`src/rtl/uvs_pkg.sv`:
```
package uvs_pkg;

    localparam int COUNT_BITS    = 8;
    localparam int FRAC_BITS     = 15;
    localparam int Q_BITS        = 33;
    localparam int DIV_PER_STAGE = 3;
    localparam int DIV_STAGES    = Q_BITS / DIV_PER_STAGE;
    localparam int CORDIC_STEPS  = 24;
    localparam int CORDIC_PER_STAGE = 2;
    localparam int CORDIC_STAGES = CORDIC_STEPS / CORDIC_PER_STAGE;
    localparam int NSTAGES       = 1 + DIV_STAGES + CORDIC_STAGES + 2;
    localparam int ROT_STAGE     = 1 + DIV_STAGES + CORDIC_STAGES;
    localparam int LAST_STAGE    = NSTAGES - 1;

    localparam logic signed [31:0] CORDIC_GAIN = 32'sd652032874;

    localparam logic signed [31:0] ATAN_TURNS [CORDIC_STEPS] = '{
        32'sh20000000, 32'sh12E4051E, 32'sh09FB385B, 32'sh051111D4,
        32'sh028B0D43, 32'sh0145D7E1, 32'sh00A2F61E, 32'sh00517C55,
        32'sh0028BE53, 32'sh00145F2F, 32'sh000A2F98, 32'sh000517CC,
        32'sh00028BE6, 32'sh000145F3, 32'sh0000A2FA, 32'sh0000517D,
        32'sh000028BE, 32'sh0000145F, 32'sh00000A30, 32'sh00000518,
        32'sh0000028C, 32'sh00000146, 32'sh000000A3, 32'sh00000051
    };

    typedef enum logic {
        REG_STACK_COUNT = 1'b0,
        REG_SLICE_COUNT = 1'b1
    } reg_index_t;

    typedef struct packed {
        logic [COUNT_BITS-1:0] ring;
        logic [COUNT_BITS-1:0] seg;
        logic [COUNT_BITS-1:0] stacks;
        logic [COUNT_BITS-1:0] slices;
        logic [COUNT_BITS-1:0] rem_p;
        logic [COUNT_BITS-1:0] rem_t;
        logic [Q_BITS-1:0]     q_p;
        logic [Q_BITS-1:0]     q_t;
        logic [1:0]            quad_p;
        logic [1:0]            quad_t;
        logic signed [31:0]    x_p;
        logic signed [31:0]    y_p;
        logic signed [31:0]    z_p;
        logic signed [31:0]    x_t;
        logic signed [31:0]    y_t;
        logic signed [31:0]    z_t;
        logic signed [63:0]    prod_x;
        logic signed [63:0]    prod_z;
        logic [15:0]           nx;
        logic [15:0]           ny;
        logic [15:0]           nz;
        logic [16:0]           tex_u;
        logic [16:0]           tex_v;
        logic [15:0]           ca;
        logic [15:0]           cb;
        logic [15:0]           cc;
        logic [15:0]           cd;
        logic                  qv;
    } item_t;

    // Clamp the indices and snapshot the effective counts.
    function automatic item_t capture(logic [COUNT_BITS-1:0] ring_in,
                                      logic [COUNT_BITS-1:0] seg_in,
                                      logic [COUNT_BITS-1:0] stack_cfg,
                                      logic [COUNT_BITS-1:0] slice_cfg);
        item_t it;
        logic [COUNT_BITS-1:0] st;
        logic [COUNT_BITS-1:0] sl;
        it = '0;
        st = (stack_cfg == '0) ? COUNT_BITS'(1) : stack_cfg;
        sl = (slice_cfg == '0) ? COUNT_BITS'(1) : slice_cfg;
        it.stacks = st;
        it.slices = sl;
        it.ring   = (ring_in > st) ? st : ring_in;
        it.seg    = (seg_in > sl) ? sl : seg_in;
        return it;
    endfunction

    function automatic item_t corner_calc(item_t it);
        item_t o;
        logic [16:0] a;
        logic [16:0] b;
        o = it;
        a = {9'd0, it.ring} * ({9'd0, it.slices} + 17'd1) + {9'd0, it.seg};
        b = a + {9'd0, it.slices} + 17'd1;
        o.qv = (it.ring < it.stacks) && (it.seg < it.slices);
        if (o.qv)
        begin
            o.ca = a[15:0];
            o.cb = b[15:0];
            o.cc = b[15:0] + 16'd1;
            o.cd = a[15:0] + 16'd1;
        end
        else
        begin
            o.ca = '0;
            o.cb = '0;
            o.cc = '0;
            o.cd = '0;
        end
        return o;
    endfunction

    // Restoring division of index * 2^32 by the count, a few quotient bits per stage.
    function automatic item_t div_stage(item_t it, int k);
        item_t o;
        int j;
        logic [COUNT_BITS:0] tp;
        logic [COUNT_BITS:0] tt;
        o = it;
        for (int m = 0; m < DIV_PER_STAGE; m++)
        begin
            j  = Q_BITS - 1 - DIV_PER_STAGE * (k - 1) - m;
            tp = (j == Q_BITS - 1) ? {1'b0, o.ring} : {o.rem_p, 1'b0};
            tt = (j == Q_BITS - 1) ? {1'b0, o.seg} : {o.rem_t, 1'b0};
            o.q_p[j] = (tp >= {1'b0, o.stacks});
            if (o.q_p[j])
                tp = tp - {1'b0, o.stacks};
            o.q_t[j] = (tt >= {1'b0, o.slices});
            if (o.q_t[j])
                tt = tt - {1'b0, o.slices};
            o.rem_p = tp[COUNT_BITS-1:0];
            o.rem_t = tt[COUNT_BITS-1:0];
        end
        return o;
    endfunction

    function automatic item_t cordic_init(item_t it);
        item_t o;
        logic [31:0] ph;
        logic [31:0] th;
        logic [33:0] su;
        logic [33:0] sv;
        o  = it;
        ph = it.q_p[32:1];
        th = it.q_t[31:0];
        o.quad_p = ph[31:30];
        o.quad_t = th[31:30];
        o.z_p = $signed({2'b00, ph[29:0]});
        o.z_t = $signed({2'b00, th[29:0]});
        o.x_p = CORDIC_GAIN;
        o.x_t = CORDIC_GAIN;
        o.y_p = '0;
        o.y_t = '0;
        su = {1'b0, it.q_t} + 34'd32768;
        sv = {1'b0, it.q_p} + 34'd32768;
        o.tex_u = su[32:16];
        o.tex_v = sv[32:16];
        return o;
    endfunction

    function automatic item_t cordic_stage(item_t it, int base);
        item_t o;
        int i;
        logic signed [31:0] xs;
        logic signed [31:0] ys;
        o = it;
        for (int m = 0; m < CORDIC_PER_STAGE; m++)
        begin
            i  = base + m;
            xs = o.x_p >>> i;
            ys = o.y_p >>> i;
            if (!o.z_p[31])
            begin
                o.x_p = o.x_p - ys;
                o.y_p = o.y_p + xs;
                o.z_p = o.z_p - ATAN_TURNS[i];
            end
            else
            begin
                o.x_p = o.x_p + ys;
                o.y_p = o.y_p - xs;
                o.z_p = o.z_p + ATAN_TURNS[i];
            end
            xs = o.x_t >>> i;
            ys = o.y_t >>> i;
            if (!o.z_t[31])
            begin
                o.x_t = o.x_t - ys;
                o.y_t = o.y_t + xs;
                o.z_t = o.z_t - ATAN_TURNS[i];
            end
            else
            begin
                o.x_t = o.x_t + ys;
                o.y_t = o.y_t - xs;
                o.z_t = o.z_t + ATAN_TURNS[i];
            end
        end
        return o;
    endfunction

    // Round half up by 2^s, then saturate to Q1.FRAC_BITS.
    function automatic logic [15:0] to_normal(logic signed [63:0] v, int s);
        logic signed [63:0] r;
        logic signed [63:0] hi;
        logic signed [63:0] lo;
        hi = (64'sd1 <<< FRAC_BITS) - 64'sd1;
        lo = -(64'sd1 <<< FRAC_BITS);
        r  = (v + (64'sd1 <<< (s - 1))) >>> s;
        if (r > hi)
            r = hi;
        if (r < lo)
            r = lo;
        return r[15:0];
    endfunction

    function automatic item_t rotate_mul(item_t it);
        item_t o;
        logic signed [31:0] cp;
        logic signed [31:0] sp;
        logic signed [31:0] ct;
        logic signed [31:0] st;
        o = it;
        case (it.quad_p)
            2'd0:    begin cp = it.x_p;  sp = it.y_p;  end
            2'd1:    begin cp = -it.y_p; sp = it.x_p;  end
            2'd2:    begin cp = -it.x_p; sp = -it.y_p; end
            default: begin cp = it.y_p;  sp = -it.x_p; end
        endcase
        case (it.quad_t)
            2'd0:    begin ct = it.x_t;  st = it.y_t;  end
            2'd1:    begin ct = -it.y_t; st = it.x_t;  end
            2'd2:    begin ct = -it.x_t; st = -it.y_t; end
            default: begin ct = it.y_t;  st = -it.x_t; end
        endcase
        o.prod_x = ct * sp;
        o.prod_z = st * sp;
        o.ny = to_normal(64'(cp), 30 - FRAC_BITS);
        return o;
    endfunction

    function automatic item_t finish(item_t it);
        item_t o;
        o = it;
        o.nx = to_normal(it.prod_x, 60 - FRAC_BITS);
        o.nz = to_normal(it.prod_z, 60 - FRAC_BITS);
        return o;
    endfunction

endpackage

```
`src/rtl/uvs_flow_ctrl.sv`:
```
module uvs_flow_ctrl
    import uvs_pkg::*;
(
    input  logic [NSTAGES-1:0] stage_valid,
    input  logic               out_ready,
    output logic [NSTAGES-1:0] advance
);

    // A stage may load unless it and every stage after it are full and the
    // receiver holds off.
    always_comb
    begin
        logic [NSTAGES-1:0] low;
        low = '0;
        for (int i = 0; i < NSTAGES; i++)
        begin
            advance[i] = out_ready || ((stage_valid | low) != {NSTAGES{1'b1}});
            low[i]     = 1'b1;
        end
    end

endmodule

```
`config.mk`:
```
export PLATFORM = sky130hd
export DESIGN_NAME = uvs_flow_ctrl
export DESIGN_NICKNAME = d
export VERILOG_FILES = /design/src/rtl/uvs_pkg.sv /design/src/rtl/uvs_flow_ctrl.sv
export SDC_FILE = /design/constraint.sdc
export NUM_CORES = 1
export LEC_CHECK = 0
export BUFFER_PORTS_ARGS = -buffer_cell sky130_fd_sc_hd__buf_2
export CORE_AREA = 2 2 39 41
export DETAILED_ROUTE_END_ITERATION = 6
export DIE_AREA = 0 0 41 43
export PLACE_DENSITY = 0.83
export SLEW_MARGIN = 0
export SYNTH_ARGS = -nofsm -noshare
export SYNTH_HDL_FRONTEND = slang
export SYNTH_SLANG_ARGS = --single-unit
```
`constraint.sdc`:
```
create_clock -name vclk -period 0.9
set_clock_uncertainty 0.1 [all_clocks]
set_input_delay 0.045 -clock vclk [all_inputs]
set_output_delay 0.045 -clock vclk [all_outputs]
set_load 0.01 [all_outputs]
```
# Yosys cells after proc, flatten, opt, wreduce, memory -nomap -nowiden
# Cells that the tools add are included.
# Widths: inputs -> output; s select.
# totals
out_inout_bits,26
ramBits,0
mem_count,0
mem_bits_ro,0
register_bits,0
latch_bits,0
# op_classes
shifts,0
mul,0
addsub,0
n_mux,0
n_reduce_logical,26
magnitude_cmp,0
n_eq_ne,25
bitwise,1
n_div,0
# ops
cell,count
$logic_or 1x1->1,26
$ne 26x26->1 const B,1
$ne 25x25->1 const B,1
$ne 24x24->1 const B,1
$ne 23x23->1 const B,1
$ne 22x22->1 const B,1
$ne 21x21->1 const B,1
$ne 20x20->1 const B,1
$ne 19x19->1 const B,1
$ne 18x18->1 const B,1
$ne 17x17->1 const B,1
$ne 16x16->1 const B,1
$ne 15x15->1 const B,1
$ne 14x14->1 const B,1
$ne 13x13->1 const B,1
$ne 12x12->1 const B,1
$ne 11x11->1 const B,1
$ne 10x10->1 const B,1
$ne 9x9->1 const B,1
$ne 8x8->1 const B,1
$ne 7x7->1 const B,1
$ne 6x6->1 const B,1
$ne 5x5->1 const B,1
$ne 4x4->1 const B,1
3 further kinds,3

# Depth between registers and ports, before layout
# Gate-level depths: netlist (run 1).
# logic_depth
depth_word,2
ltp_mapped,4
depth_no_buf,3

# Worst setup path after synthesis (run 1)
# Ideal clock, no wire load.
# synth_path
path_kind,input-to-output
from,input out_ready
to,output advance[10]
n_path_buf,0
slack_ps,-130
arrival_ps,885
cell_stages,3
path_cell_list,nand4b_4 -> nor4_4 -> nand4_1
# synth_via
elab_chain_len,1
# synth_lines
item,line,rtl
start: declaration,uvs_flow_ctrl.sv:5,"input logic out_ready,"
$logic_or 1x1->1,uvs_flow_ctrl.sv:17,advance[i] = out_ready || ((stage_valid | low) != {NSTAGES{1'b1}});
end: declaration,uvs_flow_ctrl.sv:6,output logic [NSTAGES-1:0] advance
# No other way between the ends.

# Worst setup path after layout (run 1)
# layout_path
from,input out_ready
to,output advance[20]
# Same word-level chain as after synthesis.

==> results of run 1 <==
## worst paths after layout
kind / start / endpoint / slack [ns]
setup / recovery: out_ready / advance[20] / -0.27
hold / removal: stage_valid[16] / advance[16] / 0.25
## final cells by class
cell class,instances,area (sq um)
inverter,5,18.8
tap,16,20.0
multi-input combinational,40,313
timing repair buffer,69,439
fill,140,593
## power by group through the flow
stage / Combinational [mW] / Clock, mW / Sequential, mW
CTS: 0.178 / 0 / 0
floorplan: 0.0443 / 0 / 0
finish: 0.182 / 0 / 0
global placement: 0.159 / 0 / 0
global route: 0.200 / 0 / 0
detailed placement: 0.167 / 0 / 0
## routing by layer
| metal | GRT usage | vias up |
|---|---|---|
| met5 | 0 | - |
| met4 | 0 | 0 |
| met3 | 0.00524 | 0 |
| met2 | 0.322 | 30 |
| met1 | 0.162 | 267 |
| li1 | - | 312 |
## worst max-delay path, delay by kind of cell
family / cells / cell delay (ns)
buf+inv: 5 / 0.63
simple gates: 3 / 0.35
## synth_stat cells
| library cell | number |
|---|---|
| and3_1 | 4 |
| and4_1 | 2 |
| clkbuf_1 | 1 |
| inv_1 | 5 |
| nand2_1 | 9 |
| nand2b_1 | 1 |
| nand3_1 | 8 |
| nand3b_1 | 1 |
| nand4_1 | 6 |
| nand4_4 | 1 |
| nand4b_4 | 1 |
| nor2_1 | 2 |
| nor3_2 | 2 |
| nor3_4 | 1 |
| nor4_4 | 1 |
| or2b_1 | 1 |
## what timing repair did
action / 4_1_cts / 5_1_grt
pin swaps: 11 / 5
setup endpoints to repair: 23 / 23
buffers inserted: 2 / 2
resized for setup: 9 / 1
## through the flow
stage	util	setup TNS, ns	power, mW	setup WS (ns)	hold WS (ns)
5_1_grt	0.571	-6.45	0.200	-0.345	0.258
3_5_place_dp	0.509	-4.48	0.167	-0.284	0.250
3_3_place_gp	0.509	-3.95	0.159	-0.222	0.237
2_1_floorplan	-	-0.00920	0.0443	-0.00920	0.0561
6_report	0.571	-4.70	0.182	-0.269	0.252
4_1_cts	0.558	-4.52	0.178	-0.257	0.257
## logic make-up after synthesis
kind of cell | Yosys count
buffers and inverters | 6
and+or+nand+nor | 40
==> qor.json, run 1 <==
{
  "top_signal_layer_used": {"value": "met3"},
  "synthesis.yosys.warnings": {"value": 0},
  "drive_above_1_share": {"value": 0.693},
  "grt_setup_unrepaired": {"value": "yes"},
  "synth.top_cell.area_share": {"value": 0.130},
  "design.final.nets": {"value": 143},
  "worstSetupEndpointType": {"value": "output pin"},
  "critPathArrivalTime": {"value": 1.02, "unit": "ns"},
  "critPathMaxStageDelay": {"value": 0.20, "unit": "ns"},
  "clock_buffer_count": {"value": 0},
  "post-route-drc-count": {"value": 0},
  "groute.usage.overall": {"value": 0.155},
  "failing_checks": {"value": "setup timing"},
  "synth_top_area_cell": {"value": "nand3_1"},
  "clock.fmax": {"value": 0.856, "unit": "GHz"},
  "avgSynthCellArea": {"value": 6.69, "unit": "sq um"},
  "detail_route.iter0.violations": {"value": 4},
  "via_count_of_the_first_global_routing_pass": {"value": 568},
  "final-instance-count-excl-fill": {"value": 130},
  "final_area": {"value": 791, "unit": "sq um"},
  "share_clk_of_total_power": {"value": 0},
  "synth_top_family_by_area": {"value": "simple AND/OR/NAND/NOR gates"},
  "detail_route.wl_per_cell": {"value": 10.2, "unit": "um"},
  "synth_compound_area_frac": {"value": 0},
  "power.internal": {"value": 99.8, "unit": "uW"},
  "hp-class": {"value": "in -> out"},
  "die_x": {"value": 41, "unit": "um"},
  "final-setup-viol-count": {"value": 23},
  "crit_path_max_fanout": {"value": 4},
  "route.final.wire_length": {"value": 1320, "unit": "um"},
  "wirelength_met1": {"value": 465, "unit": "um"},
  "layout.sequential_cells": {"value": 0},
  "detail_route_met2_wl": {"value": 741, "unit": "um"},
  "placementRows": {"value": 14},
  "fp.dieArea": {"value": 0.00176, "unit": "sq mm"},
  "wire_length_of_the_first_global_routing_pass": {"value": 2080, "unit": "um"},
  "crit_path_start_kind": {"value": "primary input"},
  "cts-hold-fix-buffers": {"value": 0},
  "number_of_antenna_violations_at_the_first_check_in_global_routing": {"value": 0},
  "synth_simple_gate_area_share": {"value": 0.927},
  "power_per_cell_area": {"value": 230, "unit": "mW/mm^2"},
  "gp_congestion": {"value": 0.659},
  "place_area": {"value": 704, "unit": "sq um"},
  "synth_nets": {"value": 73},
  "most_frequent_standard_cell_in_the_layout_excluding_fill_and_tap_cells": {"value": "buf_2"},
  "remaining_global_route_overflow": {"value": 0},
  "dpl.cell_count": {"value": 126},
  "max_cap_violations": {"value": 0},
  "synth.area.mux_share": {"value": 0},
  "layout_min_cycle_time": {"value": 1.17, "unit": "ns"},
  "timing.slew.headroom": {"value": 0.811},
  "netSwitchingFraction": {"value": 0.451},
  "grt_start_max_net_pins": {"value": 11},
  "post_synth_xor_area_fraction": {"value": 0},
  "timing.setup.critical_path_class": {"value": "in -> out"},
  "layout.cells.most_common_list": {"value": "49 x buf_2, 13 x buf_4, 8 x nand2_1"},
  "ioPinCount": {"value": 53},
  "status": {"value": "finished, violations left"},
  "slew_violations": {"value": 0},
  "post_synth_inst_count": {"value": 46},
  "seq_area": {"value": 0, "unit": "sq um"},
  "vias": {"value": 609},
  "area.growth.synth_to_final": {"value": 157, "unit": "%"},
  "detail_route.first_pass.iterations": {"value": 3},
  "timing.critical_path.slowest_stage_cell": {"value": "nand4b_4"},
  "die_height": {"value": 43, "unit": "um"},
  "worst_slew_pin_slew": {"value": 0.283, "unit": "ns"},
  "cellLeakagePower": {"value": 0.383, "unit": "nW"},
  "synth-seq-area-share": {"value": 0},
  "timing.critical_path.cells": {"value": "buf_6 > nand4b_4 > buf_12 > buf_4 > buf_6 > nor2_4 > nand3_1 > buf_2"},
  "port_buffers": {"value": 53},
  "p_switching": {"value": 82.1, "unit": "uW"},
  "core_area": {"value": 0.00138, "unit": "sq mm"},
  "synthesis.area": {"value": 308, "unit": "sq um"},
  "synth_area_leaders": {"value": "nand3_1 13%, nand4_1 12%, nand2_1 11%"},
  "combinationalPowerShare": {"value": 1.000},
  "worst_hold_path.num_cells": {"value": 3},
  "total_count_of_hold_check_failures_in_the_final_report": {"value": 0},
  "vias_per_cell": {"value": 4.68},
  "detailed_place_hpwl": {"value": 1150, "unit": "um"},
  "layout_worst_path_cycle_share": {"value": 1.30},
  "ir_drop": {"value": 114, "unit": "uV"},
  "post-route-worst-setup-slack": {"value": -0.269, "unit": "ns"},
  "synth_fa_ha_area_frac": {"value": 0},
  "initial_utilization": {"value": 0.222},
  "timing.critical_path.required": {"value": 0.75, "unit": "ns"},
  "detailroute.wirelength.met3": {"value": 115, "unit": "um"},
  "seq_power_share": {"value": 0},
  "antenna_violating_nets_post_route": {"value": 0},
  "insertedDiodeCount": {"value": 0},
  "synth.lib_cells_used.distinct": {"value": 16},
  "critical-path-top-cell-by-count": {"value": "buf_6"}
}
Note: power is estimated with default switching activity, not from simulation.
==> run 2, diff against run 1 <==
PLACE_DENSITY = 0.8   (was 0.83)
clock period = 1.2 ns   (was 0.9 ns; I/O delays follow)
==> qor.json, run 2 (synthesis results as in run 1) <==
{
  "timing.critical_path.slowest_stage_cell": {"value": "nor4_4"},
  "total_count_of_hold_check_failures_in_the_final_report": {"value": 0, "change": "unchanged"},
  "worst_path_dominant_cell_family": {"value": "simple AND/OR/NAND/NOR gates"},
  "detailed_place_hpwl": {"value": 969, "unit": "um", "change": "-16%"},
  "crit_cells": {"value": 6, "change": "-2"},
  "share_clk_of_total_power": {"value": 0, "change": "unchanged"},
  "power_per_cell_area": {"value": 168, "unit": "mW/mm^2", "change": "-27%"},
  "grt_setup_unrepaired": {"value": "yes"},
  "post-route-worst-setup-slack": {"value": 0.0498, "unit": "ns", "change": "+0.318 ns"},
  "crit_path_max_fanout": {"value": 6, "change": "+2"},
  "final_area": {"value": 657, "unit": "sq um", "change": "-17%"},
  "ir_drop": {"value": 87.2, "unit": "uV", "change": "-23%"},
  "slew_violations": {"value": 0, "change": "unchanged"},
  "most_frequent_standard_cell_in_the_layout_excluding_fill_and_tap_cells": {"value": "buf_2"},
  "final-setup-viol-count": {"value": 0, "change": "-100%"},
  "detail_route.wl_per_cell": {"value": 9.60, "unit": "um", "change": "-5.6%"},
  "seq_area": {"value": 0, "unit": "sq um", "change": "unchanged"},
  "fill_cells": {"value": 149, "change": "+6.4%"},
  "ioPinCount": {"value": 53, "change": "unchanged"},
  "timing.critical_path.required": {"value": 1.04, "unit": "ns", "change": "+0.29 ns"},
  "hp-class": {"value": "in -> out"},
  "die_x": {"value": 41, "unit": "um", "change": "unchanged"},
  "post-route-drc-count": {"value": 0, "change": "unchanged"},
  "worst_slew_pin_slew": {"value": 0.292, "unit": "ns", "change": "+0.00918 ns"},
  "seq_power_share": {"value": 0, "change": "unchanged"},
  "combinationalPowerShare": {"value": 1.000, "change": "about the same"},
  "worst_slack_after_detailed_placement": {"value": -0.107, "unit": "ns", "change": "+0.177 ns"},
  "cellLeakagePower": {"value": 0.304, "unit": "nW", "change": "-21%"},
  "cp_num_buf_inv": {"value": 3, "change": "-2"},
  "design.final.nets": {"value": 131, "change": "-8.4%"},
  "timing.slew.headroom": {"value": 0.805, "change": "-0.00614"},
  "critical-path-top-cell-by-count": {"value": "buf_4"},
  "insertedDiodeCount": {"value": 0, "change": "unchanged"},
  "area.growth.synth_to_final": {"value": 113, "unit": "%"},
  "setup.worst_path.start": {"value": "stage_valid[21]"},
  "via_count_of_the_first_global_routing_pass": {"value": 415, "change": "-27%"},
  "layout_worst_path_cycle_share": {"value": 0.959},
  "gp_congestion": {"value": 0.670, "change": "+1.6%"},
  "clock_buffer_count": {"value": 0, "change": "unchanged"},
  "netSwitchingFraction": {"value": 0.457, "change": "+0.00566"},
  "crit_path_start_kind": {"value": "primary input"},
  "detail_route.iter0.violations": {"value": 5, "change": "+1"},
  "groute.usage.overall": {"value": 0.123, "change": "-0.0319"},
  "die_height": {"value": 43, "unit": "um", "change": "unchanged"},
  "layout.cells.most_common_list": {"value": "48 x buf_2, 9 x nand2_1, 8 x nand3_1"},
  "status": {"value": "finished clean"},
  "grt_start_max_net_pins": {"value": 11, "change": "unchanged"},
  "timing.setup.critical_path_class": {"value": "in -> out"},
  "port_buffers": {"value": 53, "change": "unchanged"},
  "route.final.wire_length": {"value": 1130, "unit": "um", "change": "-14%"},
  "detail_route.first_pass.iterations": {"value": 4, "change": "+1"},
  "setup.worst_path.end": {"value": "advance[10]"},
  "wire_length_of_the_first_global_routing_pass": {"value": 1640, "unit": "um", "change": "-22%"},
  "critPathMaxStageDelay": {"value": 0.28, "unit": "ns", "change": "+0.08 ns"},
  "critPathArrivalTime": {"value": 0.99, "unit": "ns", "change": "-0.03 ns"},
  "layout_min_cycle_time": {"value": 1.15, "unit": "ns"},
  "cts-hold-fix-buffers": {"value": 0, "change": "unchanged"},
  "vias": {"value": 545, "change": "-11%"},
  "power.internal": {"value": 59.8, "unit": "uW", "change": "-40%"},
  "remaining_global_route_overflow": {"value": 0, "change": "unchanged"},
  "initial_utilization": {"value": 0.222, "change": "unchanged"},
  "clock.fmax": {"value": 0.869, "unit": "GHz"},
  "timing.critical_path.cells": {"value": "buf_4 > nand4_4 > nor4_4 > buf_4 > nand4_1 > buf_2"},
  "vias_per_cell": {"value": 4.62, "change": "-1.4%"},
  "worstSetupEndpointType": {"value": "output pin"},
  "antenna_violating_nets_post_route": {"value": 0, "change": "unchanged"},
  "p_switching": {"value": 50.3, "unit": "uW", "change": "-39%"},
  "number_of_antenna_violations_at_the_first_check_in_global_routing": {"value": 0, "change": "unchanged"},
  "max_cap_violations": {"value": 0, "change": "unchanged"},
  "place_area": {"value": 604, "unit": "sq um", "change": "-14%"},
  "drive_above_1_share": {"value": 0.618, "change": "-0.0753"},
  "placementRows": {"value": 14, "change": "unchanged"},
  "fp.dieArea": {"value": 0.00176, "unit": "sq mm", "change": "unchanged"},
  "core_area": {"value": 0.00138, "unit": "sq mm", "change": "unchanged"},
  "layout.sequential_cells": {"value": 0, "change": "unchanged"}
}
[run 2: changes by cell type in the layout (fill, tap and decap cells not counted), sizes merged]
cell / change
buf: -12
[run 2: repair_timing]
action,CTS,global route
setup buffers,1,1
pin swaps,1,4
resized for setup,1,8
setup endpoints to repair,8,15
[run 2: how the worst min path moves through the flow]
| stage | startpoint | to | cells past startpoint |
|---|---|---|---|
| 6_report | stage_valid[16] | advance[16] | 3 |
| 2_1_floorplan | stage_valid[14] | advance[14] | 1 |
| 4_1_cts | stage_valid[16] | advance[16] | 3 |
| 3_5_place_dp | stage_valid[16] | advance[16] | 3 |
| 5_1_grt | out_ready | advance[25] | 3 |
| 3_3_place_gp | stage_valid[16] | advance[16] | 3 |
[run 2: metrics by stage]
stage | hold slack [ns] | instances | util | power (mW) | TNS [ns]
floorplan | 0.0861 | 46 | - | 0.0305 | 0
global placement | 0.268 | 116 | 0.437 | 0.0952 | -0.0466
detailed placement | 0.275 | 116 | 0.437 | 0.0978 | -0.324
CTS | 0.275 | 117 | 0.447 | 0.0994 | 0
global route | 0.292 | 118 | 0.475 | 0.121 | -0.0524
finish | 0.274 | 118 | 0.475 | 0.110 | 0
[run 2: area by class of cell]
| cell class | count | area [sq um] | area share |
|---|---|---|---|
| Tap cell | 16 | 20.0 | 0.0305 |
| Multi-Input combinational cell | 40 | 292 | 0.444 |
| Timing Repair Buffer | 57 | 327 | 0.497 |
| Inverter | 5 | 18.8 | 0.0286 |
[run 2: power by group through the flow]
stage,Sequential [mW],Clock (mW),Combinational (mW)
after floorplan,0,0,0.0305
after detailed placement,0,0,0.0978
after global routing,0,0,0.121
final,0,0,0.110
after CTS,0,0,0.0994
after global placement,0,0,0.0952
[run 2: per-layer routing]
metal | up-vias | global-route usage | wire [um]
li1 | 282 | - | -
met1 | 237 | 0.131 | 405
met2 | 26 | 0.256 | 623
met3 | 0 | 0 | 104
met4 | 0 | 0 | 0
met5 | - | 0 | 0
